[src/hw/rtl/qsd_pkg.sv]
// ----------------------------------------------------------------------------
// qsd_pkg
// Shared types and constants for the query string decoder.
// ----------------------------------------------------------------------------
package qsd_pkg;

    localparam int unsigned MaxResults = 3;

    typedef enum logic [2:0] {
        MODE_NAME   = 3'd0,
        MODE_VALUE  = 3'd1,
        MODE_HEX_HI = 3'd2,
        MODE_HEX_LO = 3'd3,
        MODE_FAILED = 3'd4
    } mode_t;

    typedef logic [1:0] kind_t;
    localparam kind_t KIND_NAME  = 2'd0;
    localparam kind_t KIND_VALUE = 2'd1;
    localparam kind_t KIND_END   = 2'd2;
    localparam kind_t KIND_ERROR = 2'd3;

    typedef logic [1:0] err_t;
    localparam err_t ERR_NONE       = 2'd0;
    localparam err_t ERR_NO_EQUALS  = 2'd1;
    localparam err_t ERR_BAD_ESCAPE = 2'd2;

    localparam logic [7:0] CHAR_AMP    = 8'h26;
    localparam logic [7:0] CHAR_QMARK  = 8'h3f;
    localparam logic [7:0] CHAR_EQUALS = 8'h3d;
    localparam logic [7:0] CHAR_PCT    = 8'h25;
    localparam logic [7:0] CHAR_PLUS   = 8'h2b;
    localparam logic [7:0] CHAR_SPACE  = 8'h20;
    localparam logic [7:0] CHAR_LF     = 8'h0a;
    localparam logic [7:0] CHAR_QUOTE  = 8'h27;
    localparam logic [7:0] CHAR_BSLASH = 8'h5c;
    localparam logic [7:0] CHAR_N      = 8'h6e;

    typedef struct packed {
        logic [7:0] data;
        kind_t      kind;
        err_t       code;
    } result_t;

    typedef struct packed {
        mode_t      mode;
        logic [7:0] acc;
        logic       has_bytes;
    } parse_state_t;

endpackage

[src/hw/rtl/qsd_step.sv]
// ----------------------------------------------------------------------------
// qsd_step
// Decode of one input byte: next parse state and up to three results.
// ----------------------------------------------------------------------------
module qsd_step (
    input  qsd_pkg::parse_state_t cur,
    input  logic [7:0]            text_byte,
    input  logic                  end_of_text,
    output qsd_pkg::parse_state_t nxt,
    output qsd_pkg::result_t      res [qsd_pkg::MaxResults],
    output logic [1:0]            res_count
);

    function automatic logic [4:0] hex_nibble(input logic [7:0] b);
        // bit 4 flags a valid hex digit
        logic [4:0] r;
        r = 5'd0;
        if (b >= 8'h30 && b <= 8'h39) r = {1'b1, b[3:0]};
        else if ((b >= 8'h61 && b <= 8'h66) || (b >= 8'h41 && b <= 8'h46))
            r = {1'b1, b[3:0] + 4'd9};
        return r;
    endfunction

    function automatic logic needs_escape(input logic [7:0] v);
        return v == qsd_pkg::CHAR_BSLASH || v == qsd_pkg::CHAR_QUOTE
            || v == qsd_pkg::CHAR_LF;
    endfunction

    always_comb
    begin
        logic [7:0] vbyte;
        logic       vemit;
        logic       amp_end;
        logic [4:0] nib;
        logic       in_hex;

        nxt       = cur;
        res_count = 2'd0;
        vbyte     = 8'd0;
        vemit     = 1'b0;
        nib       = hex_nibble(text_byte);
        for (int i = 0; i < qsd_pkg::MaxResults; i++)
        begin
            res[i] = '{data: 8'd0, kind: qsd_pkg::KIND_NAME, code: qsd_pkg::ERR_NONE};
        end

        in_hex  = cur.mode == qsd_pkg::MODE_HEX_HI || cur.mode == qsd_pkg::MODE_HEX_LO;
        amp_end = text_byte == qsd_pkg::CHAR_AMP && !in_hex;

        if (!amp_end)
        begin
            unique case (cur.mode)
                qsd_pkg::MODE_NAME:
                begin
                    if (!cur.has_bytes && text_byte == qsd_pkg::CHAR_QMARK)
                    begin
                        // leading question mark dropped
                    end
                    else if (text_byte == qsd_pkg::CHAR_EQUALS)
                    begin
                        nxt.mode = qsd_pkg::MODE_VALUE;
                    end
                    else
                    begin
                        res[0]    = '{data: text_byte, kind: qsd_pkg::KIND_NAME,
                                      code: qsd_pkg::ERR_NONE};
                        res_count = 2'd1;
                    end
                    nxt.has_bytes = 1'b1;
                end
                qsd_pkg::MODE_VALUE:
                begin
                    if (text_byte == qsd_pkg::CHAR_PCT)
                    begin
                        nxt.mode = qsd_pkg::MODE_HEX_HI;
                    end
                    else
                    begin
                        vemit = 1'b1;
                        vbyte = (text_byte == qsd_pkg::CHAR_PLUS) ? qsd_pkg::CHAR_SPACE
                                                                  : text_byte;
                    end
                end
                qsd_pkg::MODE_HEX_HI:
                begin
                    if (nib[4])
                    begin
                        nxt.acc  = {nib[3:0], 4'd0};
                        nxt.mode = qsd_pkg::MODE_HEX_LO;
                    end
                    else
                    begin
                        res[0]    = '{data: 8'd0, kind: qsd_pkg::KIND_ERROR,
                                      code: qsd_pkg::ERR_BAD_ESCAPE};
                        res_count = 2'd1;
                        nxt.mode  = qsd_pkg::MODE_FAILED;
                    end
                end
                qsd_pkg::MODE_HEX_LO:
                begin
                    if (nib[4])
                    begin
                        vemit    = 1'b1;
                        vbyte    = cur.acc | {4'd0, nib[3:0]};
                        nxt.mode = qsd_pkg::MODE_VALUE;
                    end
                    else
                    begin
                        res[0]    = '{data: 8'd0, kind: qsd_pkg::KIND_ERROR,
                                      code: qsd_pkg::ERR_BAD_ESCAPE};
                        res_count = 2'd1;
                        nxt.mode  = qsd_pkg::MODE_FAILED;
                    end
                end
                default:
                begin
                end
            endcase
        end

        // value bytes: backslash, quote and newline go out as two bytes
        if (vemit)
        begin
            if (needs_escape(vbyte))
            begin
                res[0]    = '{data: qsd_pkg::CHAR_BSLASH, kind: qsd_pkg::KIND_VALUE,
                              code: qsd_pkg::ERR_NONE};
                res[1]    = '{data: (vbyte == qsd_pkg::CHAR_LF) ? qsd_pkg::CHAR_N : vbyte,
                              kind: qsd_pkg::KIND_VALUE, code: qsd_pkg::ERR_NONE};
                res_count = 2'd2;
            end
            else
            begin
                res[0]    = '{data: vbyte, kind: qsd_pkg::KIND_VALUE,
                              code: qsd_pkg::ERR_NONE};
                res_count = 2'd1;
            end
        end

        // pair close on ampersand or at end of text, on the updated state
        if (amp_end || end_of_text)
        begin
            unique case (nxt.mode)
                qsd_pkg::MODE_NAME:
                begin
                    if (nxt.has_bytes)
                    begin
                        res[res_count] = '{data: 8'd0, kind: qsd_pkg::KIND_ERROR,
                                           code: qsd_pkg::ERR_NO_EQUALS};
                        res_count      = res_count + 2'd1;
                        nxt.mode       = qsd_pkg::MODE_FAILED;
                    end
                    else
                    begin
                        nxt.has_bytes = 1'b0;
                    end
                end
                qsd_pkg::MODE_VALUE:
                begin
                    res[res_count] = '{data: 8'd0, kind: qsd_pkg::KIND_END,
                                       code: qsd_pkg::ERR_NONE};
                    res_count      = res_count + 2'd1;
                    nxt.mode       = qsd_pkg::MODE_NAME;
                    nxt.has_bytes  = 1'b0;
                end
                qsd_pkg::MODE_HEX_HI, qsd_pkg::MODE_HEX_LO:
                begin
                    res[res_count] = '{data: 8'd0, kind: qsd_pkg::KIND_ERROR,
                                       code: qsd_pkg::ERR_BAD_ESCAPE};
                    res_count      = res_count + 2'd1;
                    nxt.mode       = qsd_pkg::MODE_FAILED;
                end
                default:
                begin
                end
            endcase
        end

        if (end_of_text)
        begin
            nxt.mode      = qsd_pkg::MODE_NAME;
            nxt.acc       = 8'd0;
            nxt.has_bytes = 1'b0;
        end
    end

endmodule

[src/hw/rtl/query_string_decoder_unit.sv]
// ----------------------------------------------------------------------------
// query_string_decoder_unit
// Percent decoder for URL query strings, emitting tagged name/value bytes.
//
//   channel  dir  fields
//   s_axis   in   tdata = text_byte, tlast = end_of_text
//   m_axis   out  tdata = out_byte, error_code; tuser = item_kind;
//                 tlast = last_of_run
//
// an input item is decoded in the cycle it is accepted; its results, up to
// three and possibly none, sit in a result buffer and leave one per cycle
// while m_axis_tready is high; a new item is taken in the same cycle
// as the last buffered result, so single-result bytes run at one item
// per cycle when the output never stalls; two- and three-result bytes
// hold the input until drained; reset clears parse state, empties buffer
// ----------------------------------------------------------------------------
module query_string_decoder_unit (
    input  logic        clk,
    input  logic        rst_n,
    input  logic        s_axis_tvalid,
    output logic        s_axis_tready,
    input  logic [7:0]  s_axis_tdata,   // [7:0] text_byte
    input  logic        s_axis_tlast,
    output logic        m_axis_tvalid,
    input  logic        m_axis_tready,
    output logic [15:0] m_axis_tdata,   // [7:0] out_byte, [9:8] error_code
    output logic [1:0]  m_axis_tuser,   // [1:0] item_kind
    output logic        m_axis_tlast
);

    qsd_pkg::parse_state_t state_reg;
    qsd_pkg::parse_state_t state_next;
    qsd_pkg::result_t      step_res [qsd_pkg::MaxResults];
    logic [1:0]            step_count;

    qsd_pkg::result_t      buf_reg [qsd_pkg::MaxResults];
    logic [1:0]            cnt_reg;
    logic [1:0]            idx_reg;
    logic [1:0]            cnt_next;
    logic [1:0]            idx_next;

    logic                  in_fire;
    logic                  out_fire;
    logic                  at_last;
    qsd_pkg::result_t      cur_res;

    qsd_step u_step (
        .cur         (state_reg),
        .text_byte   (s_axis_tdata),
        .end_of_text (s_axis_tlast),
        .nxt         (state_next),
        .res         (step_res),
        .res_count   (step_count)
    );

    assign cur_res       = buf_reg[idx_reg];
    assign at_last       = idx_reg == (cnt_reg - 2'd1);
    assign m_axis_tvalid = cnt_reg != 2'd0;
    assign out_fire      = m_axis_tvalid && m_axis_tready;
    assign s_axis_tready = (cnt_reg == 2'd0) || (m_axis_tready && at_last);
    assign in_fire       = s_axis_tvalid && s_axis_tready;

    assign m_axis_tdata  = {6'd0, cur_res.code, cur_res.data};
    assign m_axis_tuser  = cur_res.kind;
    assign m_axis_tlast  = at_last;

    always_comb
    begin
        cnt_next = cnt_reg;
        idx_next = idx_reg;
        if (in_fire)
        begin
            cnt_next = step_count;
            idx_next = 2'd0;
        end
        else if (out_fire)
        begin
            if (at_last)
            begin
                cnt_next = 2'd0;
                idx_next = 2'd0;
            end
            else
            begin
                idx_next = idx_reg + 2'd1;
            end
        end
    end

    always_ff @(posedge clk or negedge rst_n)
    begin
        if (!rst_n)
        begin
            state_reg <= '{mode: qsd_pkg::MODE_NAME, acc: 8'd0, has_bytes: 1'b0};
            cnt_reg   <= 2'd0;
            idx_reg   <= 2'd0;
        end
        else
        begin
            if (in_fire)
            begin
                state_reg <= state_next;
            end
            cnt_reg <= cnt_next;
            idx_reg <= idx_next;
        end
    end

    // result payload, no reset needed
    always_ff @(posedge clk)
    begin
        if (in_fire)
        begin
            for (int i = 0; i < qsd_pkg::MaxResults; i++)
            begin
                buf_reg[i] <= step_res[i];
            end
        end
    end

endmodule

[config.mk]
export PLATFORM = sky130hd
export DESIGN_NAME = query_string_decoder_unit
export DESIGN_NICKNAME = d
export VERILOG_FILES = /design/src/hw/rtl/qsd_pkg.sv /design/src/hw/rtl/qsd_step.sv /design/src/hw/rtl/query_string_decoder_unit.sv
export SDC_FILE = /design/constraint.sdc
export NUM_CORES = 1
export LEC_CHECK = 0
export BUFFER_PORTS_ARGS = -buffer_cell sky130_fd_sc_hd__buf_2
export CORE_AREA = 2 2 57 113
export DETAILED_ROUTE_END_ITERATION = 8
export DIE_AREA = 0 0 59 115
export GPL_TIMING_DRIVEN = 0
export PLACE_DENSITY_LB_ADDON = 0.15
export SYNTH_ARGS = -nofsm -noshare
export SYNTH_HDL_FRONTEND = slang
export SYNTH_HIERARCHICAL = 1
export SYNTH_SLANG_ARGS = --single-unit
[constraint.sdc]
create_clock -name clk -period 4.7 [get_ports clk]
set_clock_uncertainty 0.2 [all_clocks]
set_input_delay 0.47 -clock clk [delete_from_list [all_inputs] [get_ports clk]]
set_output_delay 0.47 -clock clk [all_outputs]
set_load 0.05 [all_outputs]
Word level (Yosys, flattened, before mapping)

Memory sizes are Yosys's and may differ from the RTL's.
Cells that the tools add are included.

Word-level logic and storage cells: 135
Output and inout bits: 21
Register bits: 16
Bits in writable memories: 36
Input bits: 13
Memories: 1

Memories:

| name    | words | width | read ports | clocked after memory_dff | wr ports | line                            | source |
|---|---|---|---|---|---|---|---|
| buf_reg | 3     | 12    | 1          | 0                        | 3        | query_string_decoder_unit.sv:36 | `qsd_pkg::result_t buf_reg [qsd_pkg::MaxResults];` |

Mux-type cells: 60
Bitwise gates (word level): 11
Reductions and logical operators: 30
Equal/unequal tests: 16
Add/subtract/negate cells: 4
Order comparisons: 8

Operators with widths:

| operator                                                          | number |
|---|---|
| case mux 36 bit (3 select lines)                                  | 1 |
| two-way mux 12 bit                                                | 8 |
| two-way mux 36 bit                                                | 2 |
| two-way mux 8 bit                                                 | 7 |
| bitwise AND 27 bit                                                | 2 |
| inverter 27 bit                                                   | 2 |
| == test 8 x 6 -> 1 bit, second input constant                     | 6 |
| bitwise AND 33 bit                                                | 1 |
| inverter 33 bit                                                   | 1 |
| demux 12 bit (select 2 bit)                                       | 1 |
| two-way mux 24 bit                                                | 1 |
| case mux 12 bit (2 select lines)                                  | 1 |
| two-way mux 2 bit                                                 | 11 |
| two-way mux 3 bit                                                 | 7 |
| bitwise OR 9 bit                                                  | 2 |
| greater-or-equal comparator 8 x 7 -> 1 bit, second input constant | 2 |
| <= comparator 8 x 7 -> 1 bit, second input constant               | 2 |
| case mux 8 bit (2 select lines)                                   | 1 |
| == test 3 x 2 -> 1 bit, second input constant                     | 4 |
| case mux 3 bit (4 select lines)                                   | 1 |
| two-way mux 1 bit                                                 | 11 |
| two-way mux 5 bit                                                 | 2 |
| nonzero test 2 bit                                                | 5 |
| logical AND 1 bit                                                 | 9 |
| other kinds (27)                                                  | 39 |

Logic depth before layout (Yosys ltp)

Gate-level depths: netlist of run 1.

Depth after elaboration: 24
Depth in mapped cells: 18
Gate-level depth less buffers: 16

Cells and area by module

The synthesis of run 1 kept the hierarchy.

Modules (own cells, without submodules):

| module                    | cells each | instances | sequential area each (um^2) | area each (um^2) |
|---|---|---|---|---|
| query_string_decoder_unit | 140        | 1         | 1481.4                      | 2147.1 |
| qsd_step                  | 199        | 1         | 0.0                         | 1303.8 |

Worst setup path before layout of run 1

Ideal clock, no wire load.

Kind: input -> register
Start: input s_axis_tdata[1]
End: register cnt_reg[0]
Arrival time: 3.568 ns
Buffers on the path: 2
Required time: 4.361 ns
Setup slack: 0.792 ns
Stages on the path: 18
Library setup time: 0.139 ns
Cell sequence: inv_1 ha_1 buf_2 o21ba_2 o21ai_2 a21o_1 o2bb2ai_2 or3_1 or4_4 buf_6 nand3_2 nor2_1 ha_1 nand2_1 mux2i_1 a211o_1 inv_1 o21ai_0

Cells in the longest elaborated chain, start to end: 19
Elaborated cells on any way between the ends: 60
Those cells by class: add/sub (2); order compare (6); eq/ne (11); mux (29); bitwise (1); reduce/logical (11)

Ends and longest elaborated chain:

| item                                                                                              | line                                              | source |
|---|---|---|
| from (decl)                                                                                       | query_string_decoder_unit.sv:22                   | `input logic [7:0] s_axis_tdata,` |
| greater-or-equal comparator 8 x 7 -> 1 bit / <= comparator 8 x 7 -> 1 bit (equally long branches) | qsd_step.sv:19                                    | `else if ((b >= 8'h61 && b <= 8'h66) \|\| (b >= 8'h41 && b <= 8'h46))` |
| logical AND 1 bit                                                                                 | qsd_step.sv:19                                    |  |
| logical OR 1 bit                                                                                  | qsd_step.sv:19                                    |  |
| two-way mux 5 bit                                                                                 | qsd_step.sv:19                                    |  |
| two-way mux 5 bit                                                                                 | qsd_step.sv:18                                    | `if (b >= 8'h30 && b <= 8'h39) r = {1'b1, b[3:0]};` |
| bitwise OR 8 x 4 -> 8 bit                                                                         | qsd_step.sv:104                                   | `vbyte = cur.acc \| {4'd0, nib[3:0]};` |
| two-way mux 8 bit                                                                                 | qsd_step.sv:101                                   | `if (nib[4])` |
| case mux 8 bit (2 select lines)                                                                   | qsd_step.sv:52                                    | `unique case (cur.mode)` |
| [4 not listed]                                                                                    | -                                                 |  |
| two-way mux 2 bit                                                                                 | qsd_step.sv:124                                   | `if (needs_escape(vbyte))` |
| two-way mux 2 bit                                                                                 | qsd_step.sv:122                                   | `if (vemit)` |
| adder 2 x 1 -> 2 bit                                                                              | qsd_step.sv:150, qsd_step.sv:162, qsd_step.sv:170 |  |
| two-way mux 2 bit                                                                                 | qsd_step.sv:146                                   | `if (nxt.has_bytes)` |
| case mux 2 bit (2 select lines)                                                                   | qsd_step.sv:143                                   | `unique case (nxt.mode)` |
| two-way mux 2 bit (*)                                                                             | qsd_step.sv:141                                   | `if (amp_end \|\| end_of_text)` |
| net step_count[0]                                                                                 | query_string_decoder_unit.sv:34                   | `logic [1:0] step_count;` |
| two-way mux 2 bit (*)                                                                             | query_string_decoder_unit.sv:71                   | `if (in_fire)` |
| to (signal assigned)                                                                              | query_string_decoder_unit.sv:104                  | `cnt_reg <= cnt_next;` |
| to (decl)                                                                                         | query_string_decoder_unit.sv:37                   | `logic [1:0] cnt_reg;` |

The timed path passes the listed nets; every way through them passes the cells marked *. The select of a mux whose other input is x is not followed.
A chain may end at the register's enable or synchronous reset.

Worst setup path in the final report of run 1

Ends and elaborated chain as after synthesis.

==> results.py, run 1 <==
metrics = {
    "status": {
        "status": "completed",
    },
    "yosys": {
        "synth-seq-cells": 52,
        "synth_cells": 339,
        "yosysSeqAreaShare_pct": 42.9,
        "synth-edff-count": 36,
        "mappedNetlistArea_um2": 3450,
        "synthSimpleGateAreaFrac_pct": 18.1,
        "synth_compound_area_share_pct": 18.1,
        "synth_top_family_by_area": "compound AO/OA/AOI/OAI gates",
        "synthFlopType": "edfxtp_1",
        "synthArstFlopShare_pct": 30.8,
        "synth-adder-area-share_pct": 2.54,
        "synth.distinct_cells": 68,
        "synthMuxAreaShare_pct": 8.56,
        "yosys_warnings": 6,
        "syn_avg_cell_area_um2": 10.2,
        "synth_xor_area_share_pct": 0.725,
    },
    "clock_tree": {
        "htree_levels": 2,
        "cts.sinks": 52,
        "cts-root-buf": "clkbuf_16",
        "insertion_delay_ns": 0.29,
        "cts_max_path_buffers": 2,
        "cts_tree": "built",
        "postCtsResizedCells": 0,
        "numCtsBuffers": 5,
        "cts_setup_buffers": 0,
        "clkTransAtPathRegs_ns": 0.07,
    },
    "route": {
        "initialDrtViolationCount": 140,
        "drc": 0,
        "routed-via-count": 2733,
        "ant_nets": 0,
        "dr.pass1.iters": 4,
        "wl_per_cell_um": 17.0,
        "drt-total-wl_um": 7740,
        "viasPerCell": 6.01,
    },
    "setup_path": {
        "cp.required_ns": 4.67,
        "crit_arrival_ns": 4.44,
        "crit_type": "in2reg",
        "r2r_cells": 14,
        "rrSetupSlack_ns": 0.66,
        "r2r_start": "state_reg[9]$_DFFE_PN0N_",
        "critPathLaunchType": "input pin",
        "crit_fanout": 8,
        "worst_setup_path_end_kind": "register",
        "startpoint": "s_axis_tdata[1]",
        "timing.rr.end": "cnt_reg[0]$_DFFE_PN0P_",
    },
    "final_layout": {
        "largest_reg_flops": 36,
        "drive_gt1_share_pct": 23.5,
        "n_antenna_cell": 0,
        "finish.utilization_pct": 66.5,
        "fin_nets": 411,
        "area_growth_pct": 13.9,
        "stdcell_count": 455,
        "design_area_um2": 3930,
    },
    "floorplanning": {
        "dieArea_um2": 6790,
        "io_pins": 34,
        "rows": 40,
        "start_util_pct": 58.4,
        "fp.dieW_um": 59,
        "fp.dieH_um": 115,
        "core_um2": 5910,
    },
    "global_routing": {
        "grt_max_degree": 37,
        "grt.overflow.total": 0,
        "antenna_found_initial": 0,
        "grt_util_all_layers_pct": 24.3,
        "grt_pass1_vias": 2470,
        "grt_pass1_wl_um": 12400,
    },
    "timing": {
        "max_freq_mhz": 224,
        "fin_crit_sh_pct": 95.2,
        "rsz0062_at_grt": "no",
        "fin_setup_tns_ns": 0,
        "final-setup-viol-count": 0,
        "hold_viol": 0,
        "worst_pin_slew_ns": 0.763,
        "slew_violations": 0,
        "maxSlewHeadroom_pct": 47.8,
        "post-route-min-period_ns": 4.47,
        "fin_ws_ns": 0.227,
        "whs_ns": 0.347,
    },
    "worst_hold_path": {
        "hold_path_end": "cnt_reg[1]$_DFFE_PN0P_",
        "hp-start": "s_axis_tvalid",
        "whs_path_depth": 3,
        "min_path_type": "in2reg",
    },
    "placed_design": {
        "dpl_cell_area_um2": 3720,
        "io_buffers": 26,
        "place_ws_ns": 0.0801,
        "numPlacedInstances": 445,
        "hpwl_um": 5750,
        "gp_congestion": 0.960,
    },
    "power_and_ir_drop": {
        "p_per_area_nw_per_um2": 554,
        "ir_drop_uv": 412,
        "total_power_mw": 2.17,
        "p_leak_nw": 1.66,
    },
    "flow_run": {
        "drv_cap": 0,
    },
}
[cell families after synthesis]
family / Yosys count
multiplexers: 25
XOR/XNOR: 2
flip-flops: 52
adder cells (fa/ha/maj): 7
AO/OA/AOI/OAI: 88
other: 2
buffers and inverters: 51
AND/OR/NAND/NOR: 112
[power breakdown]
part | total (mW) | switching [mW] | internal, mW
clock network | 0.411 | 0.158 | 0.253
logic | 1.06 | 0.744 | 0.321
registers | 0.699 | 0.0482 | 0.651
total | 2.17 | 0.950 | 1.22
[synthesized netlist by cell type (all sizes together) (6+ instances only)]
cell,count,share of area (%)
clkbuf,7,0.76
nand3,8,1.5
buf,29,6.5
o21ai,21,3.2
nand2,28,3.0
and2,9,1.6
nand4,6,1.1
mux2,12,4.8
nor3,10,1.5
nor2b,6,1.1
ha,7,2.5
inv,15,1.6
a21oi,17,2.9
nor2,18,2.0
edfxtp,36,31
mux2i,13,3.8
dfrtp,16,12
[critical path: stages]
cell and delay (ns):
buf_2 0.17, inv_1 0.10, ha_1 0.18, buf_2 0.17
o21ba_2 0.25, o21ai_2 0.31, a21o_1 0.27, o2bb2ai_1 0.15
a2111oi_0 0.72, nand4_1 0.41, nand3_2 0.30, nor2_1 0.07
ha_1 0.31, nand2_1 0.07, mux2i_1 0.08, a211o_1 0.28
inv_1 0.05, o21ai_0 0.07
[worst max-delay path by stage]
| stage | end | slack [ns] | cells past startpoint |
|---|---|---|---|
| 2_1_floorplan | cnt_reg[0]$_DFFE_PN0P_ | 0.79 | 18 |
| 3_3_place_gp | cnt_reg[0]$_DFFE_PN0P_ | -0.05 | 18 |
| 3_5_place_dp | cnt_reg[0]$_DFFE_PN0P_ | 0.08 | 18 |
| 4_1_cts | cnt_reg[0]$_DFFE_PN0P_ | 0.35 | 18 |
| 5_1_grt | cnt_reg[0]$_DFFE_PN0P_ | 0.02 | 18 |
| 6_report | cnt_reg[0]$_DFFE_PN0P_ | 0.23 | 18 |
[cells in the final DEF, fill, tap and decap left out, types with 4 or more instances in the layout]
master / instances
a211oi_1: 4
a21oi_1: 15
a221oi_1: 4
a22oi_1: 4
a31oi_1: 5
and2_1: 9
and3_1: 4
buf_2: 30
buf_4: 19
buf_6: 5
clkbuf_1: 8
clkbuf_16: 5
conb_1: 19
dfrtp_1: 16
edfxtp_1: 36
ha_1: 7
inv_1: 15
mux2_2: 4
mux2_4: 8
mux2i_1: 13
nand2_1: 28
nand2b_1: 4
nand3_1: 6
nand3b_1: 5
nand4_1: 6
nor2_1: 18
nor2b_1: 6
nor3_1: 10
o21ai_0: 20
[routing by layer]
layer | wire, um | share of wire [%] | global-route usage (%)
met1 | 3250 | 42 | 31.2
met2 | 4050 | 52 | 41.0
met3 | 305 | 3.9 | 3.04
met4 | 128 | 1.7 | 8.79
met5 | 0 | 0 | 0
[timing repair]
| action | in CTS | in global routing |
|---|---|---|
| hold buffers | 1 | 0 |
| endpoints found under the hold margin | 16 | 0 |
| setup endpoints to repair | 0 | 0 |
[cell type report]
type	instances	area, um2
Buffer	36	249
Clock buffer	6	129
Clock inverter	2	38.8
Fill cell	492	1980
Inverter	15	56.3
Multi-Input combinational cell	253	1730
Sequential cell	52	1480
Tap cell	63	78.8
Timing Repair Buffer	28	168
Note: power is estimated with default switching activity, not from simulation.
==> run 2: changes to the inputs <==
--- a/config.mk
+++ b/config.mk
@@ -6,9 +6,9 @@
 export NUM_CORES = 1
 export LEC_CHECK = 0
 export BUFFER_PORTS_ARGS = -buffer_cell sky130_fd_sc_hd__buf_2
-export CORE_AREA = 2 2 57 113
+export CORE_AREA = 2 2 68 135
 export DETAILED_ROUTE_END_ITERATION = 8
-export DIE_AREA = 0 0 59 115
+export DIE_AREA = 0 0 70 137
 export GPL_TIMING_DRIVEN = 0
 export PLACE_DENSITY_LB_ADDON = 0.15
 export SYNTH_ARGS = -nofsm -noshare
==> results.py, run 2 (synthesized netlist as in run 1, its figures left out) <==
metrics = {
    "power_and_ir_drop": {
        "p_leak_nw": 1.65,
        "ir_drop_uv": 242,
        "p_per_area_nw_per_um2": 541,
    },
    "setup_path": {
        "critPathLaunchType": "input pin",
        "cp.required_ns": 4.66,
        "crit_type": "in2reg",
        "rrSetupSlack_ns": 0.73,
        "worst_setup_path_end_kind": "register",
        "startpoint": "s_axis_tdata[1]",
        "timing.rr.end": "cnt_reg[0]$_DFFE_PN0P_",
        "crit_fanout": 8,
        "r2r_start": "state_reg[10]$_DFFE_PN0N_",
        "crit_arrival_ns": 4.33,
        "r2r_cells": 16,
    },
    "floorplanning": {
        "dieArea_um2": 9590,
        "core_um2": 8530,
        "io_pins": 34,
        "rows": 48,
        "fp.dieW_um": 70,
        "start_util_pct": 40.5,
        "fp.dieH_um": 137,
    },
    "final_layout": {
        "stdcell_count": 491,
        "final_common_cell": "edfxtp_1",
        "n_antenna_cell": 0,
        "area_growth_pct": 14.4,
        "drive_gt1_share_pct": 23.5,
        "fin_nets": 410,
        "layout_common_cells": "edfxtp_1, buf_2, nand2_1, o21ai_0",
        "largest_reg_flops": 36,
        "n_fill_cell": 843,
    },
    "placed_design": {
        "gp_congestion": 0.912,
        "hpwl_um": 6530,
        "io_buffers": 26,
        "numPlacedInstances": 482,
    },
    "worst_hold_path": {
        "hold_path_end": "state_reg[10]$_DFFE_PN0N_",
        "hp-start": "state_reg[10]$_DFFE_PN0N_",
        "whs_path_depth": 1,
        "min_path_type": "reg2reg",
    },
    "clock_tree": {
        "cts_tree": "built",
        "cts-root-buf": "clkbuf_16",
        "postCtsResizedCells": 0,
        "clkTransAtPathRegs_ns": 0.07,
        "insertion_delay_ns": 0.29,
        "cts_max_path_buffers": 2,
        "cts.sinks": 52,
        "htree_levels": 2,
        "numCtsBuffers": 5,
    },
    "route": {
        "drt-total-wl_um": 8230,
        "ant_nets": 0,
        "viasPerCell": 5.41,
        "initialDrtViolationCount": 108,
        "routed-via-count": 2654,
        "dr.pass1.iters": 4,
        "drc": 0,
        "wl_per_cell_um": 16.8,
    },
    "timing": {
        "slew_violations": 0,
        "maxSlewHeadroom_pct": 14.7,
        "fin_setup_tns_ns": 0,
        "max_freq_mhz": 229,
        "rsz0062_at_grt": "no",
        "hold_viol": 0,
        "worst_pin_slew_ns": 1.28,
        "post-route-min-period_ns": 4.37,
        "final-setup-viol-count": 0,
        "fin_crit_sh_pct": 93.1,
    },
    "status": {
        "status": "completed",
    },
    "global_routing": {
        "grt_pass1_wl_um": 13200,
        "grt.overflow.total": 0,
        "grt_max_degree": 37,
        "grt_util_all_layers_pct": 17.9,
        "grt_pass1_vias": 2687,
        "antenna_found_initial": 0,
    },
    "flow_run": {
        "drv_cap": 0,
    },
}
-- run 2: cell types whose count changed in the layout (fill, tap and decap cells not counted) --
cell | previous run | this run
clkbuf_1 | 8 | 7
inv_6 | 1 | 0
clkinv_2 | 0 | 1
buf_16 | 1 | 0
clkinvlp_4 | 0 | 1
-- run 2: worst max path at each step --
| stage | endpoint | slack [ns] | depth (start not counted) |
|---|---|---|---|
| finish | cnt_reg[0]$_DFFE_PN0P_ | 0.33 | 18 |
| global route | cnt_reg[0]$_DFFE_PN0P_ | 0.15 | 18 |
| CTS | cnt_reg[0]$_DFFE_PN0P_ | 0.41 | 18 |
| detailed placement | cnt_reg[0]$_DFFE_PN0P_ | 0.12 | 18 |
| global placement | cnt_reg[0]$_DFFE_PN0P_ | 0.0005 | 18 |
| floorplan | cnt_reg[0]$_DFFE_PN0P_ | 0.79 | 18 |
-- run 2: layer usage --
metal	global-route usage [%]	vias up	part of all wire, %
met2	35.8	53	57
li1	-	1327	-
met5	0	-	0
met4	12.8	0	6.1
met3	1.77	29	1.9
met1	16.1	1245	35
-- run 2: area by class of cell --
cell class	count	area [um2]	share of cell area, %
multi-input combinational	253	1730	43.8
sequential	52	1480	37.5
buffer	36	249	6.31
timing repair buffer	27	140	3.55
clock buffer	5	125	3.17
tap	100	125	3.17
inverter	15	56.3	1.43
clock inverter	3	42.5	1.08
-- run 2: through the flow --
| step | hold WS, ns | setup slack [ns] | total power [mW] | area (um2) | util, % |
|---|---|---|---|---|---|
| after global routing | 0.311 | 0.147 | 2.26 | 3950 | 46.3 |
| final | 0.309 | 0.327 | 2.14 | 3950 | 46.3 |
| after CTS | 0.307 | 0.407 | 2.16 | 3950 | 46.3 |
| after global placement | 0.209 | 0.000484 | 1.74 | 3770 | 44.2 |
| after floorplan | -0.0256 | 0.792 | 1.52 | 3510 | - |
| after detailed placement | 0.209 | 0.125 | 1.75 | 3770 | 44.2 |
-- run 2: critical path, stage by stage --
cell,delay (ns)
buf_2,0.16
inv_1,0.10
ha_1,0.17
buf_2,0.17
o21ba_2,0.25
o21ai_2,0.34
a21o_1,0.29
o2bb2ai_1,0.16
a2111oi_0,0.59
nand4_1,0.40
nand3_2,0.31
nor2_1,0.08
ha_1,0.32
nand2_1,0.07
mux2i_1,0.08
a211o_1,0.27
inv_1,0.05
o21ai_0,0.07
-- run 2: report_power, final --
group	internal, mW	total, mW	switching (mW)
clock network	0.250	0.405	0.155
logic	0.298	1.03	0.730
registers	0.655	0.702	0.0467
total	1.20	2.14	0.932
-- run 2: repair_timing --
item / CTS / global route
hold buffers: 1 / 0
endpoints found under the hold margin: 16 / 0
buffers inserted: 0 / 0
